## config.mk

```make
export PLATFORM = sky130hd
export DESIGN_NAME = hcp_bit_packer
export DESIGN_NICKNAME = d
export VERILOG_FILES = /design/src/sv/hcp_pkg.sv /design/src/sv/hcp_bit_packer.sv
export SDC_FILE = /design/constraint.sdc
export NUM_CORES = 1
export LEC_CHECK = 0
export ABC_CLOCK_PERIOD_IN_PS = 5700
export BUFFER_PORTS_ARGS = -buffer_cell sky130_fd_sc_hd__buf_2
export CAP_MARGIN = 20
export CORE_MARGIN = 2
export CORE_UTILIZATION = 44
export CTS_CLUSTER_SIZE = 20
export DETAILED_ROUTE_END_ITERATION = 8
export GPL_ROUTABILITY_DRIVEN = 0
export SLEW_MARGIN = 10
export SYNTH_ARGS = -nofsm -noshare
export SYNTH_HDL_FRONTEND = slang
export SYNTH_SLANG_ARGS = --single-unit
```

## constraint.sdc

```tcl
create_clock -name clock -period 5.7 [get_ports clock]
set_clock_uncertainty 0.05 [all_clocks]
set_input_delay 0.855 -clock clock [delete_from_list [all_inputs] [get_ports clock]]
set_output_delay 0.855 -clock clock [all_outputs]
set_load 0.05 [all_outputs]
```

## src/sv/hcp_pkg.sv

```systemverilog
// Shared types and constants for the Huffman code packer.
// No dependencies; used by every module of the block.
package hcp_pkg;

   localparam int BYTE_W           = 8;
   localparam int CODE_W           = 32;
   localparam int LEN_W            = 6;
   localparam int SYM_W            = 8;
   localparam int MAX_BYTES        = 4;
   localparam int CNT_W            = 3;
   localparam int SYMBOLS_DEF      = 256;
   localparam int MAX_CODE_LEN_DEF = 32;

   typedef enum logic [1:0] {
      OP_LOAD   = 2'd0,
      OP_ENCODE = 2'd1,
      OP_FLUSH  = 2'd2
   } opcode_type;

   typedef struct packed {
      logic [LEN_W-1:0]  length;
      logic [CODE_W-1:0] bits;
   } entry_type;

   typedef struct packed {
      logic      hit;
      entry_type entry;
   } lookup_type;

endpackage

```

## src/sv/hcp_bit_packer.sv

```systemverilog
// Bit packer: merges looked-up code bits with the pending byte and drains
// completed bytes through an output buffer, one per cycle while rsp_ready is high. Depends on hcp_pkg.
module hcp_bit_packer (
   input  logic                        clock,
   input  logic                        reset,
   input  logic                        in_valid,
   input  hcp_pkg::opcode_type         in_op,
   input  hcp_pkg::lookup_type         lookup,
   output logic                        take,
   output logic                        rsp_valid,
   input  logic                        rsp_ready,
   output logic [hcp_pkg::BYTE_W-1:0]  rsp_out_byte,
   output logic                        rsp_last
);

   localparam int MW = hcp_pkg::CODE_W + hcp_pkg::BYTE_W;

   logic [hcp_pkg::BYTE_W-1:0]       pbyte_ff, pbyte_in;
   logic [2:0]                       pcount_ff, pcount_in;
   logic [hcp_pkg::CODE_W-1:0]       buf_ff, buf_in;
   logic [hcp_pkg::CNT_W-1:0]        cnt_ff, cnt_in;

   logic [hcp_pkg::LEN_W-1:0]        len;
   logic [hcp_pkg::CODE_W-1:0]       mask;
   logic [hcp_pkg::CODE_W-1:0]       masked;
   logic [MW-1:0]                    merged;
   logic [hcp_pkg::LEN_W-1:0]        total;
   logic [hcp_pkg::CNT_W-1:0]        nbytes;
   logic [hcp_pkg::CODE_W-1:0]       emit_data;
   logic                             buf_free;
   logic                             rsp_fire;

   always_comb begin
      len    = (in_op == hcp_pkg::OP_ENCODE && lookup.hit) ? lookup.entry.length : '0;
      mask   = hcp_pkg::CODE_W'((33'd1 << len) - 33'd1);
      masked = lookup.entry.bits & mask;
      merged = (MW'(masked) << pcount_ff) | MW'(pbyte_ff);
      total  = hcp_pkg::LEN_W'(pcount_ff) + len;

      pbyte_in  = pbyte_ff;
      pcount_in = pcount_ff;
      nbytes    = '0;
      emit_data = merged[hcp_pkg::CODE_W-1:0];
      case (in_op)
         hcp_pkg::OP_ENCODE: begin
            nbytes    = total[hcp_pkg::LEN_W-1:3];
            pcount_in = total[2:0];
            case (nbytes)
               3'd0:    pbyte_in = merged[7:0];
               3'd1:    pbyte_in = merged[15:8];
               3'd2:    pbyte_in = merged[23:16];
               3'd3:    pbyte_in = merged[31:24];
               3'd4:    pbyte_in = merged[39:32];
               default: pbyte_in = '0;
            endcase
         end
         hcp_pkg::OP_FLUSH: begin
            nbytes    = (pcount_ff != 3'd0) ? hcp_pkg::CNT_W'(1) : '0;
            emit_data = hcp_pkg::CODE_W'(pbyte_ff);
            pbyte_in  = '0;
            pcount_in = 3'd0;
         end
         default: begin
         end
      endcase

      rsp_fire = rsp_valid && rsp_ready;
      buf_free = (cnt_ff == '0) || (cnt_ff == hcp_pkg::CNT_W'(1) && rsp_ready);
      take     = in_valid && (buf_free || nbytes == '0);

      buf_in = buf_ff;
      cnt_in = cnt_ff;
      if (take && nbytes != '0) begin
         buf_in = emit_data;
         cnt_in = nbytes;
      end else if (rsp_fire) begin
         buf_in = buf_ff >> hcp_pkg::BYTE_W;
         cnt_in = cnt_ff - hcp_pkg::CNT_W'(1);
      end
   end

   always_ff @(posedge clock) begin
      buf_ff <= buf_in;
      if (reset) begin
         pbyte_ff  <= '0;
         pcount_ff <= 3'd0;
         cnt_ff    <= '0;
      end else begin
         cnt_ff <= cnt_in;
         if (take) begin
            pbyte_ff  <= pbyte_in;
            pcount_ff <= pcount_in;
         end
      end
   end

   assign rsp_valid    = cnt_ff != '0;
   assign rsp_out_byte = buf_ff[hcp_pkg::BYTE_W-1:0];
   assign rsp_last     = cnt_ff == hcp_pkg::CNT_W'(1);

   a_no_overwrite: assert property (@(posedge clock) disable iff (reset)
      (take && nbytes != '0) |-> buf_free)
      else $error("output buffer overwritten with bytes still pending");

   a_cnt_bound: assert property (@(posedge clock) disable iff (reset)
      cnt_ff <= hcp_pkg::CNT_W'(hcp_pkg::MAX_BYTES))
      else $error("byte count above four");

   a_flush_clears: assert property (@(posedge clock) disable iff (reset)
      (take && in_op == hcp_pkg::OP_FLUSH) |=> (pcount_ff == 3'd0 && pbyte_ff == '0))
      else $error("pending bits left after flush");

   a_pad_zero: assert property (@(posedge clock) disable iff (reset)
      (pcount_ff == 3'd0) |-> (pbyte_ff == '0))
      else $error("stale bits in empty pending byte");

endmodule
```

# After elaboration in Yosys (flattened, before gate mapping)

Index checks and enable logic that the tools add are counted.

Add/sub/neg operators: 3
Eq/ne operators: 7
Shift-type cells: 2
Muxes and demuxes: 11
Bitwise gates (word level): 2
Reduce and logical (&&, ||, !) cells: 16

Operators by type and width:

| operator                                            | count |
|---|---|
| two-way mux 32 bit                                  | 3 |
| bitwise OR 40 x 8 -> 40 bit                         | 1 |
| case mux 8 bit (5 select lines)                     | 1 |
| << shifter 32 x 3 -> 40 bit                         | 1 |
| AND 32 bit                                          | 1 |
| << shifter 1 x 6 -> 32 bit (first input constant)   | 1 |
| subtractor 32 x 1 -> 32 bit (second input constant) | 1 |
| case mux 8 bit (2 select lines)                     | 1 |
| case mux 3 bit (2 select lines)                     | 2 |
| logical NOT 3 bit                                   | 3 |
| nonzero test 3 bit                                  | 3 |
| adder 3 x 6 -> 6 bit                                | 1 |
| == test 3 x 1 -> 1 bit (second input constant)      | 2 |
| == test 3 x 2 -> 1 bit (second input constant)      | 2 |
| two-way mux 3 bit                                   | 2 |
| two-way mux 6 bit                                   | 1 |
| logical AND 1 bit                                   | 5 |
| nonzero test 2 bit                                  | 2 |
| == test 3 bit (second input constant)               | 1 |
| subtractor 3 x 1 -> 3 bit (second input constant)   | 1 |
| == test 2 x 1 -> 1 bit (second input constant)      | 1 |
| == test 2 bit (second input constant)               | 1 |
| logical OR 1 bit                                    | 2 |
| AND reduction 2 bit                                 | 1 |
| two-way mux 1 bit                                   | 1 |

Bits in registers: 46
Input port bits: 45
Output and inout port bits: 11
Logic and storage cells: 45

# Longest topological paths before layout

Gate-level depths: netlist (run 1).

Depth after elaboration: 10
Gate-level depth with buffers: 18
Gate-level depth less buffers: 14

# Least setup slack after synthesis (run 1)

No wires, ideal clock.

Path kind: input -> register
Start: input in_op[1]
End: register buf_ff[0] in the netlist's numbering (enable)
Data arrival time: 3,984 ps
Data required time: 5,168 ps
Slack: 1,184 ps
Stages: 14
Buffers on the path: 3
Cells stage by stage: inv_1 -> ha_1 -> and2_1 -> clkbuf_1 -> clkbuf_1 -> nand2_1 -> xnor2_1 -> ha_1 -> a211oi_1 -> o311a_1 -> nor2_1 -> o311ai_1 -> clkbuf_1 -> nand2_1

Longest elaborated chain between the ends: 10
Elaborated cells on any way between the ends: 12
Classes of those cells: add/sub (1); eq/ne (2); mux (2); reduce/logical (7)

RTL lines:

| element                             | RTL line                                   | text |
|---|---|---|
| start, declared                     | hcp_bit_packer.sv:7                        | `input hcp_pkg::opcode_type in_op,` |
| == test 2 x 1 -> 1 bit              | hcp_bit_packer.sv:34, hcp_bit_packer.sv:44 |  |
| logical AND 1 bit                   | hcp_bit_packer.sv:34                       | `len = (in_op == hcp_pkg::OP_ENCODE && lookup.hit) ? lookup.entry.length : '0;` |
| two-way mux 6 bit                   | hcp_bit_packer.sv:34                       |  |
| adder 3 x 6 -> 6 bit                | hcp_bit_packer.sv:38                       | `total = hcp_pkg::LEN_W'(pcount_ff) + len;` |
| case mux 3 bit (2 select lines) (*) | hcp_bit_packer.sv:44                       | `case (in_op)` |
| logical NOT 3 bit                   | hcp_bit_packer.sv:69                       | `take = in_valid && (buf_free \|\| nbytes == '0);` |
| logical OR 1 bit                    | hcp_bit_packer.sv:69                       |  |
| logical AND 1 bit                   | hcp_bit_packer.sv:69                       |  |
| logical AND 1 bit (*)               | hcp_bit_packer.sv:73                       | `if (take && nbytes != '0) begin` |
| nonzero test 2 bit (no line) (*)    | --                                         |  |
| end signal, assigned                | hcp_bit_packer.sv:83                       | `buf_ff <= buf_in;` |
| end, declared                       | hcp_bit_packer.sv:20                       | `logic [hcp_pkg::CODE_W-1:0] buf_ff, buf_in;` |

Every way passes the cells marked *; elsewhere a longest branch is shown, timed or not.
A chain may end at the register's enable or synchronous reset.

# Worst setup path after layout (run 1)

Start: input lookup[38] in the netlist's numbering
End: output take

Longest elaborated chain between the ends: 7

RTL lines:

| element                         | RTL line             | text |
|---|---|---|
| start, declared                 | hcp_bit_packer.sv:8  | `input hcp_pkg::lookup_type lookup,` |
| logical AND 1 bit               | hcp_bit_packer.sv:34 |  |
| two-way mux 6 bit               | hcp_bit_packer.sv:34 |  |
| adder 3 x 6 -> 6 bit            | hcp_bit_packer.sv:38 |  |
| case mux 3 bit (2 select lines) | hcp_bit_packer.sv:44 |  |
| logical NOT 3 bit               | hcp_bit_packer.sv:69 |  |
| logical OR 1 bit                | hcp_bit_packer.sv:69 |  |
| logical AND 1 bit               | hcp_bit_packer.sv:69 |  |
| end, declared                   | hcp_bit_packer.sv:9  | `output logic take,` |

Every way passes these cells.

==> qor.yml, run 1 <==
status: "complete, no violations"
place_hpwl_mm: 13.6
drc_errors: 0
synthCells: 670
cts_setup_buffers: 0
grt_overflow: 0
postRouteAntennaNets: 0
cts_buffers: 5
worstSetupPathType: "primary input to output pin"
p_leak_nw: 2.06
synthesis.area_um2: 5280
dr.pass1.iters: 5
power_w: 0.00154
vias: 5662
grt_pass1_wl_mm: 29.3
relSlewSlack: 0.389
drive_gt1_frac: 0.176
cts-root-buf: "clkbuf_16"
hold_viol_final: 0
clk_transition_reported_paths_ns: 0.06
clock-sinks: 46
syn_avg_cell_area_um2: 7.87
rr_startpoint: "pcount_ff[2]$_SDFFE_PP0P_"
grt_pass1_vias: 5292
synth_top_area_share: 0.182
start_kind: "primary input"
num-nets-final: 732
ys_warn_count: 0
diodes: 0
worstPathArrival_ns: 3.74
fin_crit_ns: 4.65
clk_latency_ns: 0.29
synth_seq_area_share: 0.235
cts_max_path_buffers: 2
synth_top_area_cell: "edfxtp_1"
ff2ff_setup_slack_ns: 1.94
antenna_found_initial: 0
hold_depth: 2
start_util: 0.456
setup_viol: 0
yosys-top-cells-area: "edfxtp_1 (18%), dfxtp_1 (5.3%), nand2_1 (4.8%)"
grt_max_degree: 66
drt_iter0_drc: 869
h-tree-depth: 2
worstHoldStart: "cnt_ff[1]$_SDFFE_PP0P_"
syn_nets: 722
wl_per_cell_um: 22.3
reg2regPathDepth: 8
num_rows: 39
min_path_type: "register to register"
syn2layout_area_growth_pct: 9.42
ys.flop_type: "edfxtp_1"
ctsResizeCount: 0
finalCritPeriodShare: 0.815
die_w_um: 113
crit_required_ns: 4.80
synthDistinctLibCells: 94
worst_pin_slew_ns: 0.915
synth-seq-cells: 46
cts_tree: "done"
maxCapViolCount: 0
final_max_slew_viol_count: 0
rsz0062_at_grt: "false"
synth-edff-count: 32
path_max_fanout: 15
endpoint_kind: "output pin"
die_h_um: 113
port_buffers: 55
fp.coreArea_um2: 11600
max_freq_mhz: 215
r2r-end: "pbyte_ff[2]$_SDFFE_PP0P_"
ir_drop_mv: 0.333
drt-total-wl_mm: 18.4
async_flop_share: 0
hold_buffers: 0
dieArea_um2: 12900
post_drt_via_cell_ratio: 6.87
io_pins: 56
final.setup.tns_ns: 0
track_usage: 0.289
min_to: "cnt_ff[1]$_SDFFE_PP0P_"
powerDensity_nw_per_um2: 266
cell type report:
type | count | area [um^2]
multi-input cells | 538 | 3670
fillers | 1128 | 5790
clock buffers | 5 | 125
clock inverters | 3 | 63.8
flip-flops and latches | 46 | 1240
well taps | 143 | 179
inverters | 14 | 52.6
repair buffers | 75 | 435
cell usage in the layout (no fill, tap or decap), types with 10 or more instances in the layout:
master	synthesis	layout
nand3_1	17	17
and2_1	13	13
a32oi_1	10	10
mux2_2	11	11
or3_1	12	12
o21ai_0	34	34
inv_1	12	12
o31ai_1	18	18
mux2i_1	17	17
nor2b_1	10	10
nand2_1	67	67
nor2_1	47	47
a21oi_1	31	31
edfxtp_1	32	32
a31oi_1	12	12
nor3_1	19	19
o211ai_1	10	10
buf_2	12	55
dfxtp_1	14	12
nor4_1	10	10
buf_4	9	18
nand2b_1	10	10
how the worst max path moves through the flow:
stage                           from                  endpoint  slack, ns
after floorplan             in_op[1]       buf_ff[0]$_DFFE_PP_       1.18
after global placement      in_op[1]  pbyte_ff[1]$_SDFFE_PP0P_       1.03
after detailed placement    in_op[1]  pbyte_ff[3]$_SDFFE_PP0P_       0.91
after CTS                   in_op[1]                      take       1.07
after global routing        in_op[1]                      take       0.78
final                     lookup[38]                      take       1.05
state kept, by name, indices dropped and copies added (netlist names):
register   flops
pcount_ff      3
cnt_ff         3
buf_ff        32
pbyte_ff       8
Yosys cell counts, drive strengths merged (13+ instances only):
library cell,number
edfxtp,32
nand3,18
dfxtp,14
nand2,67
a21oi,32
o21ai,35
inv,13
clkbuf,41
nor2,47
buf,31
nor3,20
mux2i,17
o31ai,18
and2,13
critical path: stages:
cell	delay [ns]
buf_2	0.26
and2_1	0.54
nand2_1	0.14
xnor2_1	0.15
ha_1	0.23
a2111o_1	0.36
o311a_1	0.22
nor2_1	0.50
nor3_1	0.08
o21a_1	0.20
buf_2	0.20
stage by stage:
stage                     instances   util  worst slack, ns  hold WS, ns  cell area [um^2]
final                           824  0.499             1.05        0.452              5770
after global routing            824  0.499            0.777        0.490              5770
after CTS                       823  0.499             1.07        0.456              5770
after detailed placement        815  0.482            0.909        0.444              5580
after global placement          815  0.482             1.03        0.437              5580
after floorplan                 670      -             1.18        0.410              5280
layer usage:
layer  vias up  part of all wire  GRT usage
met5         -                 0          0
li1       2626                 -          -
met2       322              0.44      0.442
met4         0             0.023     0.0797
met1      2674              0.43      0.409
met3        40              0.10     0.0680
where the power goes:
part | switching, W | total, W | leakage [nW] | internal, W
Combinational | 0.000441 | 0.000619 | 1.55 | 0.000178
Clock | 0.000127 | 0.000377 | 0.0915 | 0.000250
Sequential | 0.0000304 | 0.000540 | 0.419 | 0.000510
kinds of logic (layout without fill, tap and decap cells):
logic type               after synthesis  after routing  share of synthesized area
AND/OR/NAND/NOR                      259            259                      0.267
buffers and inverters                 86             97                     0.0719
adder cells (fa/ha/maj)                7              7                     0.0166
multiplexers                          30             30                     0.0643
flip-flops                            46             46                      0.235
XOR/XNOR                               8              8                     0.0133
AO/OA/AOI/OAI                        234            234                      0.332
Power figures use the tool's default switching activity.
==> run 2, diff against run 1 <==
--- a/config.mk
+++ b/config.mk
@@ -5,7 +5,7 @@
 export SDC_FILE = /design/constraint.sdc
 export NUM_CORES = 1
 export LEC_CHECK = 0
-export ABC_CLOCK_PERIOD_IN_PS = 5700
+export ABC_CLOCK_PERIOD_IN_PS = 4630
 export BUFFER_PORTS_ARGS = -buffer_cell sky130_fd_sc_hd__buf_2
 export CAP_MARGIN = 20
 export CORE_MARGIN = 2
==> constraint.sdc (replaced) <==
create_clock -name clock -period 4.63 [get_ports clock]
set_clock_uncertainty 0.05 [all_clocks]
set_input_delay 0.6945 -clock clock [delete_from_list [all_inputs] [get_ports clock]]
set_output_delay 0.6945 -clock clock [all_outputs]
set_load 0.05 [all_outputs]
==> run 2 against run 1 <==
Net effect: sequential share of layout area decreased by 0.098 points; total power increased by 16%; register-to-register slack got worse by 0.54 ns; combinational power increased by 23%; critical path depth unchanged; final cell count increased by 1.3%; critical path type is now primary input to register.
==> qor.yml, run 2 (synthesis results as in run 1) <==
ff2ff_setup_slack_ns: 1.40
clk_latency_ns: 0.29
power.share.combinational: 0.427
ir_drop_mv: 0.444
post_drt_via_cell_ratio: 6.89
final_max_slew_viol_count: 0
drc_errors: 0
h-tree-depth: 2
setup_viol: 0
power.switching_w: 0.000734
worstHoldStart: "pbyte_ff[7]$_SDFFE_PP0P_"
io_pins: 56
ctsResizeCount: 0
grt_overflow: 0
clkPwrFrac: 0.202
filler_cell_count: 1103
utilization: 0.501
num_rows: 39
port_buffers: 55
rsz0062_at_grt: "false"
fp.coreArea_um2: 11600
crit_path_start: "lookup[35]"
dieArea_um2: 12900
final_area_um2: 5800
powerDensity_nw_per_um2: 308
worstPathArrival_ns: 4.13
postRouteAntennaNets: 0
wl_per_cell_um: 21.7
power_frac_seq: 0.372
drive_gt1_frac: 0.189
max_freq_mhz: 244
start_util: 0.456
hold_viol_final: 0
drt-total-wl_mm: 18.1
switching_share: 0.411
diodes: 0
grt_pass1_vias: 5196
maxCapViolCount: 0
drt_iter0_drc: 814
status: "complete, no violations"
relSlewSlack: 0.452
path_max_fanout: 17
cts_buffers: 5
final_common_cell: "nand2_1"
final_cell_mix: "nand2_1 (67), buf_2 (55), nor2_1 (47)"
grt_pass1_wl_mm: 28.5
dpl_cell_area_um2: 5660
place_hpwl_mm: 13.5
dr.pass1.iters: 8
cts_tree: "done"
cts_setup_buffers: 0
vias: 5757
die_h_um: 113
die_w_um: 113
start_kind: "primary input"
antenna_found_initial: 0
grt_max_degree: 53
cts-root-buf: "clkbuf_16"
track_usage: 0.279
clk_transition_reported_paths_ns: 0.07
rr_startpoint: "pcount_ff[0]$_SDFFE_PP0P_"
top_register: "buf_ff"
worstSetupPathType: "primary input to register"
largestRegisters: "buf_ff: 32 flops, pbyte_ff: 8 flops"
num-nets-final: 743
cts_max_path_buffers: 2
endpoint_kind: "register"
fin_crit_ns: 4.10
p_leak_nw: 2.08
final.setup.tns_ns: 0
clock-sinks: 46
finalCritPeriodShare: 0.886
hold_buffers: 0
syn2layout_area_growth_pct: 9.91
crit_required_ns: 4.66
p_int_w: 0.00105
largest_reg_flops: 32
worst_pin_slew_ns: 0.819
min_path_type: "register to register"
-- run 2: worst paths after layout --
path,depth (start not counted),endpoint
worst max-delay path,11,buf_ff[26]$_SDFFCE_PP0P_
worst min-delay path,2,pbyte_ff[7]$_SDFFE_PP0P_
worst max register to register,9,pbyte_ff[6]$_SDFFE_PP0P_
worst min register to register,2,pbyte_ff[7]$_SDFFE_PP0P_
-- run 2: cell type report --
cell class / instances / area, um^2 / area share
repair buffers: 86 / 508 / 0.0876
clock inverters: 2 / 13.8 / 0.00237
clock buffers: 6 / 129 / 0.0222
flip-flops and latches: 46 / 1240 / 0.215
inverters: 14 / 52.6 / 0.00906
multi-input cells: 538 / 3670 / 0.633
well taps: 143 / 179 / 0.0309
-- run 2: layer usage --
layer | wire length, um | GRT usage
met5 | 0 | 0
met4 | 430 | 0.0707
met3 | 1980 | 0.0590
met2 | 8000 | 0.431
met1 | 7720 | 0.400
-- run 2: worst max-delay path: stages --
cell and delay, ns:
buf_2 0.11, or3_1 0.52, or3_1 0.42, ha_1 0.44, nor4bb_1 0.43, mux2_2 0.24
a21oi_1 0.06, o21ai_0 0.45, mux2_2 0.30, nor2_1 0.07, a2111oi_0 0.39
-- run 2: through the flow --
step / hold WS [ns] / cells / setup WS (ns) / power (W)
2_1_floorplan: 0.410 / 670 / 0.274 / 0.00126
3_3_place_gp: 0.434 / 827 / 0.384 / 0.00142
3_5_place_dp: 0.437 / 827 / 0.329 / 0.00143
4_1_cts: 0.446 / 835 / 0.596 / 0.00179
5_1_grt: 0.463 / 835 / 0.299 / 0.00189
6_report: 0.447 / 835 / 0.527 / 0.00179
-- run 2: power groups by stage --
stage	logic, W	registers (W)	clock network, W
CTS	0.000761	0.000666	0.000366
global route	0.000835	0.000676	0.000380
floorplan	0.000591	0.000667	0
detailed placement	0.000758	0.000675	0
global placement	0.000749	0.000669	0
finish	0.000762	0.000665	0.000360
